**config.mk**
```make
export PLATFORM = sky130hd
export DESIGN_NAME = reno_congestion_window_control
export DESIGN_NICKNAME = d
export VERILOG_FILES = /design/src/rtl/core/rcwc_pkg.sv /design/src/rtl/core/reno_congestion_window_control.sv
export SDC_FILE = /design/constraint.sdc
export NUM_CORES = 1
export LEC_CHECK = 0
export BUFFER_PORTS_ARGS = -buffer_cell sky130_fd_sc_hd__buf_4
export CELL_PAD_IN_SITES_DETAIL_PLACEMENT = 0
export CELL_PAD_IN_SITES_GLOBAL_PLACEMENT = 2
export CORE_MARGIN = 5
export CORE_UTILIZATION = 35
export DETAILED_ROUTE_END_ITERATION = 10
export PLACE_DENSITY = 0.85
export RECOVER_POWER = 50
export SLEW_MARGIN = 10
export SYNTH_ARGS = -nofsm -noshare
export SYNTH_HDL_FRONTEND = slang
export SYNTH_SLANG_ARGS = --single-unit
```
**constraint.sdc**
```tcl
create_clock -name clk -period 9.59 [get_ports clk]
set_input_delay 0.959 -clock clk [delete_from_list [all_inputs] [get_ports clk]]
set_output_delay 0.959 -clock clk [all_outputs]
set_load 0.05 [all_outputs]
```
**src/rtl/core/rcwc_pkg.sv**
```systemverilog
// Shared types and constants for the Reno congestion window controller.
// No dependencies; referenced by scoped names from rtl/core modules.
package rcwc_pkg;

	localparam int SEGMENT_BYTES_DEF      = 1024;
	localparam int INITIAL_TIMEOUT_MS_DEF = 1000;

	localparam logic [31:0] THRESH_RESET      = 32'd65536;
	localparam logic [3:0]  DUP_THRESH_RESET  = 4'd3;
	localparam logic [15:0] RTO_FLOOR_RESET   = 16'd1000;
	localparam logic [15:0] RTO_CEIL_RESET    = 16'd60000;
	localparam logic [15:0] BACKOFF_RESET     = 16'd32000;
	localparam logic [7:0]  DUP_COUNT_MAX     = 8'd255;

	typedef enum logic [1:0] {
		PH_SLOW  = 2'd0,
		PH_AVOID = 2'd1,
		PH_RECOV = 2'd2
	} phase_t;

	typedef enum logic [1:0] {
		FN_NEW_ACK    = 2'd0,
		FN_DUP_ACK    = 2'd1,
		FN_TIMEOUT    = 2'd2,
		FN_RTT_SAMPLE = 2'd3
	} func_t;

	localparam logic [1:0] REG_DUP_THRESH = 2'd0;
	localparam logic [1:0] REG_RTO_FLOOR  = 2'd1;
	localparam logic [1:0] REG_RTO_CEIL   = 2'd2;
	localparam logic [1:0] REG_BACKOFF    = 2'd3;

	function automatic logic [31:0] sat_add32(input logic [31:0] a, input logic [31:0] b);
		logic [32:0] s;
		s = {1'b0, a} + {1'b0, b};
		return s[32] ? 32'hFFFF_FFFF : s[31:0];
	endfunction

endpackage

```
**src/rtl/core/reno_congestion_window_control.sv**
```systemverilog
// Reno congestion window controller: one event in, one status result out.
// Depends on rtl/core/rcwc_pkg.sv for event codes, phases and reset values.
//
// Usage:
//   Input channel (in_valid/in_ready) carries one event per transfer: func
//   selects new ACK, duplicate ACK, timeout or RTT sample; rtt_sample is
//   used only for RTT samples. Output channel (out_valid/out_ready) carries
//   the window, threshold, phase, timeout and the two event flags after that
//   event. Configuration registers are written through wr_en/wr_index/wr_data;
//   the user must do so only while the block is idle, which it does not enforce.
//   After its input transfer, an event sits in the input register, then loads
//   the state and result registers once any stalled result has been taken.
//   Throughput is one event per cycle while results are taken; every state field
//   is updated in one pass of adds, compares and shifts from the input register.
//   When the receiver stalls, the result holds and the input register still
//   takes one more event, after which in_ready drops until out_ready returns.
//   Reset clears both pipeline slots and loads the reset window, threshold,
//   timer estimates and configuration defaults.
module reno_congestion_window_control #(
	parameter int SEGMENT_BYTES      = rcwc_pkg::SEGMENT_BYTES_DEF,
	parameter int INITIAL_TIMEOUT_MS = rcwc_pkg::INITIAL_TIMEOUT_MS_DEF
) (
	input  logic        clk,
	input  logic        arst_n,
	input  logic        in_valid,
	output logic        in_ready,
	input  logic [1:0]  func,
	input  logic [15:0] rtt_sample,
	output logic        out_valid,
	input  logic        out_ready,
	output logic [31:0] window_bytes,
	output logic [31:0] slow_start_limit,
	output logic [1:0]  phase,
	output logic        retransmit_now,
	output logic [15:0] retx_timeout,
	output logic        sample_rejected,
	input  logic        wr_en,
	input  logic [1:0]  wr_index,
	input  logic [15:0] wr_data
);

	localparam logic [31:0] SEG_W     = 32'(SEGMENT_BYTES);
	localparam logic [31:0] TWO_SEG_W = 32'(2 * SEGMENT_BYTES);
	localparam logic [31:0] THR_SEG_W = 32'(3 * SEGMENT_BYTES);
	localparam logic [15:0] INIT_RTO  = 16'(INITIAL_TIMEOUT_MS);
	localparam logic [15:0] INIT_VAR  = 16'(INITIAL_TIMEOUT_MS / 2);

	logic [3:0]  dup_thresh_q;
	logic [15:0] rto_floor_q;
	logic [15:0] rto_ceil_q;
	logic [15:0] backoff_q;

	logic        valid_s1;
	logic [1:0]  func_s1;
	logic [15:0] sample_s1;

	logic [31:0]     window_q;
	logic [31:0]     threshold_q;
	logic [31:0]     accum_q;
	rcwc_pkg::phase_t phase_q;
	logic [7:0]      dup_q;
	logic [15:0]     srtt_q;
	logic [15:0]     rttvar_q;
	logic [15:0]     rto_q;
	logic            out_valid_q;
	logic            retx_q;
	logic            rejected_q;

	logic [31:0]     window_d;
	logic [31:0]     threshold_d;
	logic [31:0]     accum_d;
	rcwc_pkg::phase_t phase_d;
	logic [7:0]      dup_d;
	logic [15:0]     srtt_d;
	logic [15:0]     rttvar_d;
	logic [15:0]     rto_d;
	logic            retx_d;
	logic            rejected_d;

	logic        advance;
	logic [31:0] halved;
	logic [31:0] win_plus_seg;
	logic [31:0] acc_plus_seg;
	logic [7:0]  dup_inc;
	logic [16:0] rto_dbl;
	logic [15:0] delta;
	logic [19:0] srtt_sum;
	logic [17:0] var_sum;
	logic [15:0] srtt_new;
	logic [15:0] var_new;
	logic [18:0] nrto;
	logic [18:0] nrto_fl;
	logic [18:0] nrto_cl;

	assign advance  = valid_s1 && (!out_valid_q || out_ready);
	assign in_ready = !valid_s1 || advance;

	always_comb begin
		halved       = (window_q >> 1) > TWO_SEG_W ? (window_q >> 1) : TWO_SEG_W;
		win_plus_seg = rcwc_pkg::sat_add32(window_q, SEG_W);
		acc_plus_seg = rcwc_pkg::sat_add32(accum_q, SEG_W);
		dup_inc      = (dup_q < rcwc_pkg::DUP_COUNT_MAX) ? dup_q + 8'd1 : dup_q;
		rto_dbl      = {rto_q, 1'b0};
		delta        = (sample_s1 >= srtt_q) ? sample_s1 - srtt_q : srtt_q - sample_s1;
		srtt_sum     = 20'(srtt_q) * 20'd7 + 20'(sample_s1);
		var_sum      = 18'(rttvar_q) * 18'd3 + 18'(delta);
		srtt_new     = srtt_sum[18:3];
		var_new      = var_sum[17:2];
		nrto         = 19'(srtt_new) + 19'({var_new, 2'b00});
		nrto_fl      = (nrto < 19'(rto_floor_q)) ? 19'(rto_floor_q) : nrto;
		nrto_cl      = (nrto_fl > 19'(rto_ceil_q)) ? 19'(rto_ceil_q) : nrto_fl;

		window_d    = window_q;
		threshold_d = threshold_q;
		accum_d     = accum_q;
		phase_d     = phase_q;
		dup_d       = dup_q;
		srtt_d      = srtt_q;
		rttvar_d    = rttvar_q;
		rto_d       = rto_q;
		retx_d      = 1'b0;
		rejected_d  = 1'b0;

		case (rcwc_pkg::func_t'(func_s1))
			rcwc_pkg::FN_NEW_ACK: begin
				dup_d = '0;
				case (phase_q)
					rcwc_pkg::PH_SLOW: begin
						window_d = win_plus_seg;
						if (win_plus_seg >= threshold_q) begin
							phase_d = rcwc_pkg::PH_AVOID;
						end
					end
					rcwc_pkg::PH_AVOID: begin
						if (acc_plus_seg >= window_q) begin
							window_d = win_plus_seg;
							accum_d  = '0;
						end else begin
							accum_d = acc_plus_seg;
						end
					end
					rcwc_pkg::PH_RECOV: begin
						phase_d = rcwc_pkg::PH_AVOID;
						accum_d = '0;
					end
					default: begin
					end
				endcase
			end
			rcwc_pkg::FN_DUP_ACK: begin
				dup_d = dup_inc;
				if (dup_inc == 8'(dup_thresh_q)) begin
					threshold_d = halved;
					window_d    = rcwc_pkg::sat_add32(halved, THR_SEG_W);
					phase_d     = rcwc_pkg::PH_RECOV;
					retx_d      = 1'b1;
				end else if (dup_inc > 8'(dup_thresh_q) && phase_q == rcwc_pkg::PH_RECOV) begin
					window_d = win_plus_seg;
				end
			end
			rcwc_pkg::FN_TIMEOUT: begin
				threshold_d = halved;
				window_d    = SEG_W;
				phase_d     = rcwc_pkg::PH_SLOW;
				dup_d       = '0;
				if (rto_q < backoff_q) begin
					rto_d = rto_dbl[16] ? 16'hFFFF : rto_dbl[15:0];
				end
			end
			default: begin
				if (sample_s1 == 16'd0) begin
					rejected_d = 1'b1;
				end else begin
					srtt_d   = srtt_new;
					rttvar_d = var_new;
					rto_d    = nrto_cl[15:0];
				end
			end
		endcase
	end

	always_ff @(posedge clk or negedge arst_n) begin
		if (!arst_n) begin
			dup_thresh_q <= rcwc_pkg::DUP_THRESH_RESET;
			rto_floor_q  <= rcwc_pkg::RTO_FLOOR_RESET;
			rto_ceil_q   <= rcwc_pkg::RTO_CEIL_RESET;
			backoff_q    <= rcwc_pkg::BACKOFF_RESET;
		end else if (wr_en) begin
			case (wr_index)
				rcwc_pkg::REG_DUP_THRESH: dup_thresh_q <= wr_data[3:0];
				rcwc_pkg::REG_RTO_FLOOR:  rto_floor_q  <= wr_data;
				rcwc_pkg::REG_RTO_CEIL:   rto_ceil_q   <= wr_data;
				rcwc_pkg::REG_BACKOFF:    backoff_q    <= wr_data;
				default: begin
				end
			endcase
		end
	end

	always_ff @(posedge clk or negedge arst_n) begin
		if (!arst_n) begin
			valid_s1 <= 1'b0;
		end else if (in_ready) begin
			valid_s1 <= in_valid;
		end
	end

	always_ff @(posedge clk) begin
		if (in_ready && in_valid) begin
			func_s1   <= func;
			sample_s1 <= rtt_sample;
		end
	end

	always_ff @(posedge clk or negedge arst_n) begin
		if (!arst_n) begin
			window_q    <= SEG_W;
			threshold_q <= rcwc_pkg::THRESH_RESET;
			accum_q     <= '0;
			phase_q     <= rcwc_pkg::PH_SLOW;
			dup_q       <= '0;
			srtt_q      <= INIT_RTO;
			rttvar_q    <= INIT_VAR;
			rto_q       <= INIT_RTO;
			out_valid_q <= 1'b0;
			retx_q      <= 1'b0;
			rejected_q  <= 1'b0;
		end else begin
			if (advance) begin
				window_q    <= window_d;
				threshold_q <= threshold_d;
				accum_q     <= accum_d;
				phase_q     <= phase_d;
				dup_q       <= dup_d;
				srtt_q      <= srtt_d;
				rttvar_q    <= rttvar_d;
				rto_q       <= rto_d;
				retx_q      <= retx_d;
				rejected_q  <= rejected_d;
				out_valid_q <= 1'b1;
			end else if (out_ready) begin
				out_valid_q <= 1'b0;
			end
		end
	end

	assign out_valid        = out_valid_q;
	assign window_bytes     = window_q;
	assign slow_start_limit = threshold_q;
	assign phase            = phase_q;
	assign retransmit_now   = retx_q;
	assign retx_timeout     = rto_q;
	assign sample_rejected  = rejected_q;

	a_retx_in_recovery: assert property (@(posedge clk) disable iff (!arst_n)
		retx_q |-> phase_q == rcwc_pkg::PH_RECOV)
		else $error("fast retransmit flagged outside fast recovery");

	a_flags_exclusive: assert property (@(posedge clk) disable iff (!arst_n)
		!(retx_q && rejected_q))
		else $error("retransmit and rejected sample flagged together");

	a_window_floor: assert property (@(posedge clk) disable iff (!arst_n)
		window_q >= SEG_W)
		else $error("congestion window below one segment");

	a_threshold_floor: assert property (@(posedge clk) disable iff (!arst_n)
		threshold_q >= TWO_SEG_W || threshold_q == rcwc_pkg::THRESH_RESET)
		else $error("slow-start threshold below two segments");

	a_state_holds_on_stall: assert property (@(posedge clk) disable iff (!arst_n)
		out_valid_q && !out_ready |=> $stable(window_q) && $stable(rto_q) && $stable(dup_q))
		else $error("state changed while a result was stalled");

endmodule
```
==> results of run 1 <==
[kinds of logic after synthesis]
group,after synthesis
other,1
multiplexers,97
adder cells (fa/ha/maj),254
flip-flops,227
XOR/XNOR,89
buffers and inverters,293
AO/OA/AOI/OAI,563
AND/OR/NAND/NOR,524
[placed cells by master, fill, tap and decap left out, types with 16 or more instances in the layout]
cell,instances
dfrtp_1,168
o21a_1,34
inv_1,210
nand2b_1,32
nor2b_1,16
ha_1,200
mux2i_1,23
nand2_1,193
edfxtp_1,18
a22o_1,19
buf_4,207
dfstp_2,41
nor2_1,99
nand4_1,31
clkbuf_4,19
a21oi_1,115
xnor2_1,71
clkbuf_16,33
a21o_1,61
o21ai_0,151
nand3_1,47
and3_1,20
fa_1,46
a31oi_1,16
mux2_2,64
[sequential cells by signal, summed over array words and instances, names as in the netlist, 2 cells and up]
register	flops
accum_q	32
rto_ceil_q	16
rttvar_q	16
slow_start_limit	31
phase	2
rto_floor_q	16
func_s1	2
window_bytes	32
dup_thresh_q	4
srtt_q	16
backoff_q	16
retx_timeout	16
dup_q	8
sample_s1	16
[final cells by class]
cell class              instances  share of cell area, %
multi-input cells            1529                  53.75
flip-flops and latches        227                  26.16
repair buffers                239                  8.219
clock buffers                  46                  4.104
well taps                     688                  3.868
inverters                     214                  3.609
clock inverters                10                 0.2923
[through the flow]
step,cell area (µm²),hold WS (ns),setup slack (ns),TNS (ns),util (%)
6_report,22260,0.4816,-0.1062,-0.7591,42.44
5_1_grt,22260,0.5017,-0.5724,-8.556,42.44
4_1_cts,21950,0.3466,0.01379,0,41.85
3_5_place_dp,20790,0.4717,-0.2214,-2.637,39.64
3_3_place_gp,20790,0.4674,-0.02909,-0.04542,39.64
2_1_floorplan,18560,0.4556,0.006003,0,-
[what timing repair did]
item,4_1_cts,5_1_grt
gates cloned,2,1
resized for setup,22,68
hold buffers,0,0
endpoints found under the setup margin,16,16
buffers inserted,6,9
pin swaps,18,43
[per-layer routing]
| layer | global-route usage [%] | vias to the layer above | part of all wire (%) |
|---|---|---|---|
| li1 | - | 7612 | - |
| met1 | 24.69 | 7637 | 44 |
| met2 | 33.60 | 308 | 50 |
| met3 | 2.948 | 65 | 4.3 |
| met4 | 4.046 | 0 | 2.1 |
| met5 | 0 | - | 0 |
[final timing paths]
kind | end | slack, ns | from
worst max-delay path | retx_timeout[2]$_DFFE_PN0P_ | -0.11 | sample_s1[0]$_DFFE_PP_
worst min-delay path | accum_q[5]$_DFFE_PN0P_ | 0.48 | accum_q[5]$_DFFE_PN0P_
worst max register to register | retx_timeout[2]$_DFFE_PN0P_ | -0.11 | sample_s1[0]$_DFFE_PP_
worst min register to register | accum_q[5]$_DFFE_PN0P_ | 0.48 | accum_q[5]$_DFFE_PN0P_
max in group asynchronous | slow_start_limit[5]$_DFFE_PN0P_ | 2.52 | arst_n
min in group asynchronous | srtt_q[13]$_DFFE_PN0P_ | 1.87 | arst_n
==> run_results.csv, run 1 <==
group,metric,value,unit
timing,period_share,101.1,%
setup_path,crit_required,10.05,ns
synthesis,syn_area,18470,µm²
synthesis,synth_compound_area_share,19.73,%
timing,finalHoldViolCount,0,
final_layout,instances_no_fill,2953,
synthesis,synth_top_family_by_area,"compound AO/OA/AOI/OAI gates",
synthesis,synth_simple_gate_area_share,13.56,%
synthesis,synth_area_leader_cell,"dfrtp_1",
synthesis,synthAdderAreaFrac,19.16,%
routing,drc,0,
hold_path,hold_class,"reg2reg",
final_layout,areaGrowthSynthToFinish,20.51,%
routing,wl_per_cell,18.77,µm
clock_network,cts_tree,"yes",
routing,drtPass1Iterations,5,
synthesis,syn_nets,2343,
synthesis,synth.top_cells.by_count,"inv_1 (213), ha_1 (206), nand2_1 (194), dfrtp_1 (168), o21ai_0 (168)",
routing,initialDrtViolationCount,925,
setup_path,worst_r2r_path_depth,49,
setup_path,path_common_cell,"a21o_1",
grt,overflow,0,
setup_path,crit_type,"reg2reg",
die,initial_core_util,35.22,%
final_layout,drive_gt1_share,20.88,%
grt,grt_pass1_vias,16024,
synthesis,synthCells,2048,
timing,slew_headroom,-182.8,%
die,rows,84,
flow_run,max_cap_viol_count,4,
placement,post-dp-hpwl,42210,µm
grt,grt_pass1_wl,88550,µm
final_layout,seq_area,5822,µm²
setup_path,critPathMaxFanout,8,
synthesis,synth-xor-area-share,4.221,%
final_layout,nets,2536,
synthesis,synth_cell_types,78,
clock_network,cts_buffers,30,
grt,grt_start_max_net_pins,73,
clock_network,root_buffer,"clkbuf_16",
synthesis,yosysMostFrequentCell,"inv_1",
timing,skew,0.01803,ns
synthesis,synth-seq-area-share,31.52,%
setup_path,critPathMaxStageDelay,0.56,ns
routing,drt-total-wl,55430,µm
die,die-area,57460,µm²
setup_path,path_depth,49,
routing,vias,15622,
final_layout,multi_input_area,11960,µm²
synthesis,async_reset_ff_share,92.07,%
clock_network,clk_pin_slew_worst_paths,0.06,ns
hold_path,whs_path_depth,1,
placement,dp.cells,2880,
synthesis,synth_edf_count,18,
setup_path,cpLargestDelayFamily,"compound AO/OA/AOI/OAI gates",
synthesis,synthMuxAreaShare,5.752,%
setup_path,cp-start-kind,"flop",
final_layout,fill_cells,5233,
timing,tightestPinTransition,4.242,ns
synthesis,synth_top_area_share,22.76,%
timing,min_period,9.696,ns
synthesis,synthFlopType,"dfrtp_1",
outcome,status,"finished with violations",
setup_path,crit_buf_inv,6,
synthesis,ys_ff_latch,227,
grt,antenna_found_initial,0,
timing,max_freq,103.1,MHz
routing,drtAntennaViolNets,0,
routing,viasPerCell,5.290,
die,die_height,239.7,µm
clock_network,cts_sinks,227,
synthesis,synth_area_leaders,"dfrtp_1 (23%), ha_1 (14%), dfstp_2 (5.8%), fa_1 (5.2%), o21ai_0 (4.6%)",
placement,io_buffers,125,
timing,rsz0062_at_grt,"true",
outcome,violations,"max-capacitance violations, max-slew violations, negative setup slack",
final_layout,antenna_cells,0,
setup_path,cp-end-kind,"flop",
die,ios,127,
die,fp.dieW,239.7,µm
placement,gp_congestion,0.8584,
die,fp.coreArea,52450,µm²
setup_path,cp_data_arrival_time,10.16,ns
synthesis,syn_area_per_cell,9.018,µm²
timing,setup_viol,15,
clock_network,clock_latency,0.58,ns
synthesis,ys.warnings.count,0,
clock_network,cts.htree.levels,1,
timing,finalWorstSetupSlack,-0.1062,ns
grt,grt_usage,19.01,%
timing,drv_slew,233,
setup_path,crit_slowest_cell,"fa_1",
clock_network,cts_buffer_depth,3,
Power of run 1 is not shown: default switching activity piles up to over one toggle a cycle in this logic, so the estimate is an artifact.
==> run 2, diff against run 1 <==
--- a/config.mk
+++ b/config.mk
@@ -8,6 +8,7 @@
 export BUFFER_PORTS_ARGS = -buffer_cell sky130_fd_sc_hd__buf_4
 export CELL_PAD_IN_SITES_DETAIL_PLACEMENT = 0
 export CELL_PAD_IN_SITES_GLOBAL_PLACEMENT = 2
+export CORE_ASPECT_RATIO = 2
 export CORE_MARGIN = 5
 export CORE_UTILIZATION = 35
 export DETAILED_ROUTE_END_ITERATION = 10
==> run 2 against run 1 <==
  * The flow still finishes with violations (max-capacitance violations, max-slew violations, negative setup slack)
  * Via count up 2.9%
  * Setup slack worse by 0.20 ns
  * Worst hold slack about the same
  * Routed wire length up 9.8%
  * Critical endpoint is now retx_timeout[11]$_DFFE_PN0P_
  * Highest routed layer unchanged
==> run_results.csv, run 2 (same netlist as run 1, synthesis figures left out) <==
group,metric,value,unit
routing,initialDrtViolationCount,695,
routing,vias,16079,
clock_network,cts_hold_buf,0,
outcome,status,"finished with violations",
placement,io_buffers,125,
routing,wl_per_cell,20.61,µm
final_layout,final_common_cell,"buf_4",
clock_network,cts.htree.levels,1,
grt,use_met2,41.05,%
grt,grt_pass1_wl,94240,µm
die,die-area,57740,µm²
outcome,violations,"max-capacitance violations, max-slew violations, negative setup slack",
setup_path,path_common_cell,"a21o_1",
timing,tightestPinTransition,6.234,ns
setup_path,r2r-start,"sample_s1[0]$_DFFE_PP_",
hold_path,worstHoldEndpoint,"accum_q[1]$_DFFE_PN0P_",
timing,whs,0.4816,ns
clock_network,cts_buffers,26,
routing,drc,0,
timing,rsz0062_at_grt,"true",
timing,finalWorstSetupSlack,-0.3106,ns
setup_path,cp-end-kind,"flop",
timing,finalSetupTns,-3.222,ns
clock_network,cts_sinks,227,
final_layout,final_cell_mix,"buf_4 (237), inv_1 (209), ha_1 (196), nand2_1 (192), dfrtp_1 (168)",
die,rows,119,
timing,max_freq,101.0,MHz
routing,drtPass1Iterations,5,
timing,drv_slew,233,
placement,gp_congestion,0.9280,
timing,setup_viol,16,
timing,period_share,103.2,%
hold_path,hold_start,"accum_q[1]$_DFFE_PN0P_",
setup_path,timing.rr.end,"retx_timeout[11]$_DFFE_PN0P_",
routing,drtAntennaViolNets,0,
clock_network,clk_pin_slew_worst_paths,0.07,ns
grt,overflow,0,
grt,antenna_found_initial,1,
final_layout,drive_gt1_share,22.16,%
die,ios,127,
timing,skew,0.04445,ns
setup_path,crit_type,"reg2reg",
clock_network,cts_buffer_depth,3,
hold_path,hold_class,"reg2reg",
grt,grtUsageMet1,19.80,%
setup_path,crit_slowest_cell,"fa_1",
final_layout,utilization,42.90,%
final_layout,areaGrowthSynthToFinish,21.73,%
setup_path,cp-start-kind,"flop",
clock_network,root_buffer,"clkbuf_16",
grt,grt-busiest-layer,"met2",
clock_network,cts_tree,"yes",
setup_path,critPathMaxStageDelay,0.56,ns
final_layout,nets,2563,
setup_path,worst_r2r_path_depth,51,
setup_path,crit_required,10.03,ns
setup_path,cp_data_arrival_time,10.34,ns
routing,viasPerCell,5.443,
die,die_height,334.9,µm
timing,finalHoldViolCount,0,
flow_run,max_cap_viol_count,4,
clock_network,clock_latency,0.59,ns
die,initial_core_util,35.24,%
die,fp.dieW,172.4,µm
grt,grt_start_max_net_pins,107,
grt,grt_pass1_vias,17170,
die,fp.coreArea,52410,µm²
routing,drt-total-wl,60880,µm
hold_path,whs_path_depth,1,
placement,dp.cells,2871,
grt,met3_usage,3.043,%
timing,slew_headroom,-315.6,%
placement,post-dp-hpwl,47660,µm
grt,grt_usage,20.74,%
timing,min_period,9.901,ns
final_layout,instances_no_fill,2954,
setup_path,critPathMaxFanout,6,
setup_path,r2r_slack,-0.31,ns
## run 2: cell types whose count changed in the layout (fill, tap and decap cells not counted), moves of 5 or more
cell | before | now
clkinv_2 | 7 | 2
buf_4 | 207 | 237
bufinv_16 | 0 | 5
clkbuf_16 | 33 | 26
## run 2: worst max path at each step
stage | slack (ns) | end | cells after the start | from
3_5_place_dp | -0.61 | retx_timeout[2]$_DFFE_PN0P_ | 47 | sample_s1[0]$_DFFE_PP_
5_1_grt | -0.62 | retx_timeout[11]$_DFFE_PN0P_ | 50 | sample_s1[0]$_DFFE_PP_
6_report | -0.31 | retx_timeout[11]$_DFFE_PN0P_ | 51 | sample_s1[0]$_DFFE_PP_
4_1_cts | -0.06 | retx_timeout[12]$_DFFE_PN0P_ | 52 | sample_s1[0]$_DFFE_PP_
3_3_place_gp | -0.39 | retx_timeout[2]$_DFFE_PN0P_ | 48 | sample_s1[0]$_DFFE_PP_
2_1_floorplan | 0.006 | retx_timeout[2]$_DFFE_PN0P_ | 47 | sample_s1[0]$_DFFE_PP_
## run 2: through the flow
stage / cell area, µm² / worst slack [ns]
floorplan: 18560 / 0.006003
global placement: 20870 / -0.3934
detailed placement: 20870 / -0.6108
CTS: 22250 / -0.06343
global route: 22480 / -0.6186
finish: 22480 / -0.3106
## run 2: layer usage
metal | vias up | share of wire (%)
li1 | 7663 | -
met1 | 7878 | 33
met2 | 373 | 57
met3 | 165 | 3.8
met4 | 0 | 6.2
met5 | - | 0
## run 2: final cells by class
| class | count | area [µm²] |
|---|---|---|
| inverter | 214 | 803.3 |
| tap | 665 | 832.0 |
| fill | 5235 | 29930 |
| multi-input combinational | 1529 | 12020 |
| sequential | 227 | 5822 |
| clock inverter | 14 | 220.2 |
| timing repair buffer | 270 | 2056 |
| clock buffer | 34 | 730.7 |
| antenna | 1 | 2.502 |
## run 2: critical path: cells and delay by family (launching register included)
| kind | cells | cell delay, ns |
|---|---|---|
| buffers and inverters | 7 | 0.71 |
| xor gates and xnor gates | 2 | 0.29 |
| DFF | 1 | 0.38 |
| muxes | 1 | 0.29 |
| adders and majority gates | 7 | 2.25 |
| AOI/OAI and AO/OA | 27 | 4.78 |
| and+or+nand+nor | 7 | 1.02 |
## run 2: timing repair
action,4_1_cts,5_1_grt
gates cloned,3,0
endpoints found under the setup margin,16,16
gates resized for setup,61,37
pin swaps,54,58
buffers inserted,21,13
hold endpoints to repair,0,0
Power of run 2 is left out for the same reason.
==> run 3, diff against run 2 <==
--- a/config.mk
+++ b/config.mk
@@ -13,7 +13,7 @@
 export CORE_UTILIZATION = 35
 export DETAILED_ROUTE_END_ITERATION = 10
 export PLACE_DENSITY = 0.85
-export RECOVER_POWER = 50
+export RECOVER_POWER = 25
 export SLEW_MARGIN = 10
 export SYNTH_ARGS = -nofsm -noshare
 export SYNTH_HDL_FRONTEND = slang
==> run 3 against run 2 <==
  * Routed wire length about the same
  * The flow still finishes with violations (max-capacitance violations, max-slew violations, negative setup slack)
  * Sequential cell count unchanged
  * Clock skew about the same
  * Register-to-register slack about the same
  * Cell area about the same
  * Fmax about the same
  * Die area unchanged
  * Largest cell class unchanged
  * Count of clock-buffer cells in the layout unchanged
  * Core utilization about the same
  * First-iteration DRC count unchanged
==> run_results.csv, run 3 (same netlist as run 1, synthesis figures left out) <==
group,metric,value,unit
outcome,status,"finished with violations",
outcome,violations,"max-capacitance violations, max-slew violations, negative setup slack",
die,ios,127,
setup_path,cp-start-kind,"flop",
setup_path,critPathMaxFanout,6,
setup_path,cp_data_arrival_time,10.34,ns
grt,grt_start_max_net_pins,107,
setup_path,cp-end-kind,"flop",
placement,dpl_worst_slack,-0.6108,ns
placement,io_buffers,125,
die,die-area,57740,µm²
grt,grt_pass1_wl,94240,µm
routing,wl_per_cell,20.60,µm
timing,max_freq,101.0,MHz
clock_network,clk_pin_slew_worst_paths,0.07,ns
placement,gp_congestion,0.9280,
setup_path,r2r_slack,-0.31,ns
timing,period_share,103.2,%
setup_path,crit_type,"reg2reg",
timing,min_period,9.900,ns
clock_network,cts_buffers,26,
clock_network,root_buffer,"clkbuf_16",
placement,post-dp-hpwl,47660,µm
flow_run,max_cap_viol_count,2,
final_layout,fill_cells,5235,
timing,slew_headroom,-315.8,%
timing,setup_viol,16,
timing,tightestPinTransition,6.237,ns
final_layout,final_common_cell,"buf_4",
clock_network,cts.htree.levels,1,
timing,drv_slew,153,
hold_path,hold_class,"reg2reg",
setup_path,critPathMaxStageDelay,0.56,ns
setup_path,crit_slowest_cell,"fa_1",
timing,whs,0.4816,ns
clock_network,cts_buffer_depth,3,
final_layout,seq_area,5822,µm²
setup_path,crit_required,10.03,ns
die,die_height,334.9,µm
setup_path,path_common_cell,"a21o_1",
timing,skew,0.04416,ns
routing,viasPerCell,5.441,
clock_network,cts_tree,"yes",
timing,finalWorstSetupSlack,-0.3103,ns
grt,grt_pass1_vias,17170,
die,initial_core_util,35.24,%
routing,drt-total-wl,60860,µm
clock_network,cts_sinks,227,
routing,drtPass1Iterations,5,
routing,drc,0,
die,fp.coreArea,52410,µm²
clock_network,cts_hold_buf,0,
final_layout,nets,2563,
die,fp.dieW,172.4,µm
routing,drtAntennaViolNets,0,
final_layout,drive_gt1_share,22.16,%
timing,finalHoldViolCount,0,
routing,vias,16072,
final_layout,areaGrowthSynthToFinish,21.74,%
final_layout,multi_input_area,12020,µm²
die,rows,119,
grt,grt_usage,20.74,%
routing,initialDrtViolationCount,695,
grt,antenna_found_initial,1,
timing,rsz0062_at_grt,"true",
grt,overflow,0,
clock_network,clock_latency,0.59,ns
final_layout,final_cell_mix,"buf_4 (238), inv_1 (209), ha_1 (196), nand2_1 (192), dfrtp_1 (168)",
==> run 3: cell count changes in the layout (fill, tap and decap cells not counted), sizes merged <==
cell    previous run  this run
clkbuf            57        56
buf              247       248
==> run 3: path summary, 6_finish.rpt <==
| check | from | to | depth (start not counted) |
|---|---|---|---|
| worst max-delay path | sample_s1[0]$_DFFE_PP_ | retx_timeout[11]$_DFFE_PN0P_ | 51 |
| worst min-delay path | accum_q[1]$_DFFE_PN0P_ | accum_q[1]$_DFFE_PN0P_ | 1 |
| min in group asynchronous | arst_n | window_bytes[7]$_DFFE_PN0P_ | 1 |
| max in group asynchronous | arst_n | srtt_q[10]$_DFFE_PN0P_ | 2 |
| worst min register to register | accum_q[1]$_DFFE_PN0P_ | accum_q[1]$_DFFE_PN0P_ | 1 |
| worst max register to register | sample_s1[0]$_DFFE_PP_ | retx_timeout[11]$_DFFE_PN0P_ | 51 |
==> run 3: repair_timing <==
action                                  in CTS  in global routing
buffers inserted                            21                 13
endpoints found under the setup margin      16                 16
cloned                                       3                  0
pin swaps                                   54                 58
resized for setup                           61                 37
==> run 3: layout make-up <==
cell class / count / area share [%]
Sequential cell: 227 / 25.89
Inverter: 214 / 3.573
Antenna cell: 1 / 0.01113
Multi-Input combinational cell: 1529 / 53.44
Tap cell: 665 / 3.701
Clock inverter: 14 / 0.9794
Timing Repair Buffer: 270 / 9.154
Clock buffer: 34 / 3.250
==> run 3: critical path, delay by kind of cell, from the launching register on <==
kind | cells | cell delay (ns)
xor gates and xnor gates | 2 | 0.29
muxes | 1 | 0.29
AOI/OAI and AO/OA | 27 | 4.78
buffers and inverters | 7 | 0.71
and+or+nand+nor | 7 | 1.02
adders and majority gates | 7 | 2.25
DFF | 1 | 0.38
==> run 3: layer usage <==
metal | GRT usage, % | share of wire (%) | routed length, µm | vias to the layer above
met5 | 0 | 0 | 0 | -
met4 | 11.00 | 6.1 | 3723 | 0
met3 | 3.043 | 3.8 | 2303 | 163
met2 | 41.05 | 57 | 34480 | 374
met1 | 19.80 | 33 | 20350 | 7873
li1 | - | - | - | 7662
==> run 3: per-stage QoR <==
stage               utilization [%]  TNS, ns  std cells  cell area, µm²
floorplan                         -        0       2048           18560
global placement              39.81   -5.291       2871           20870
detailed placement            39.81   -8.962       2871           20870
CTS                           42.45  -0.4713       2943           22250
global route                  42.90   -8.478       2953           22480
finish                        42.90   -3.216       2954           22480
Power of run 3 is left out for the same reason.
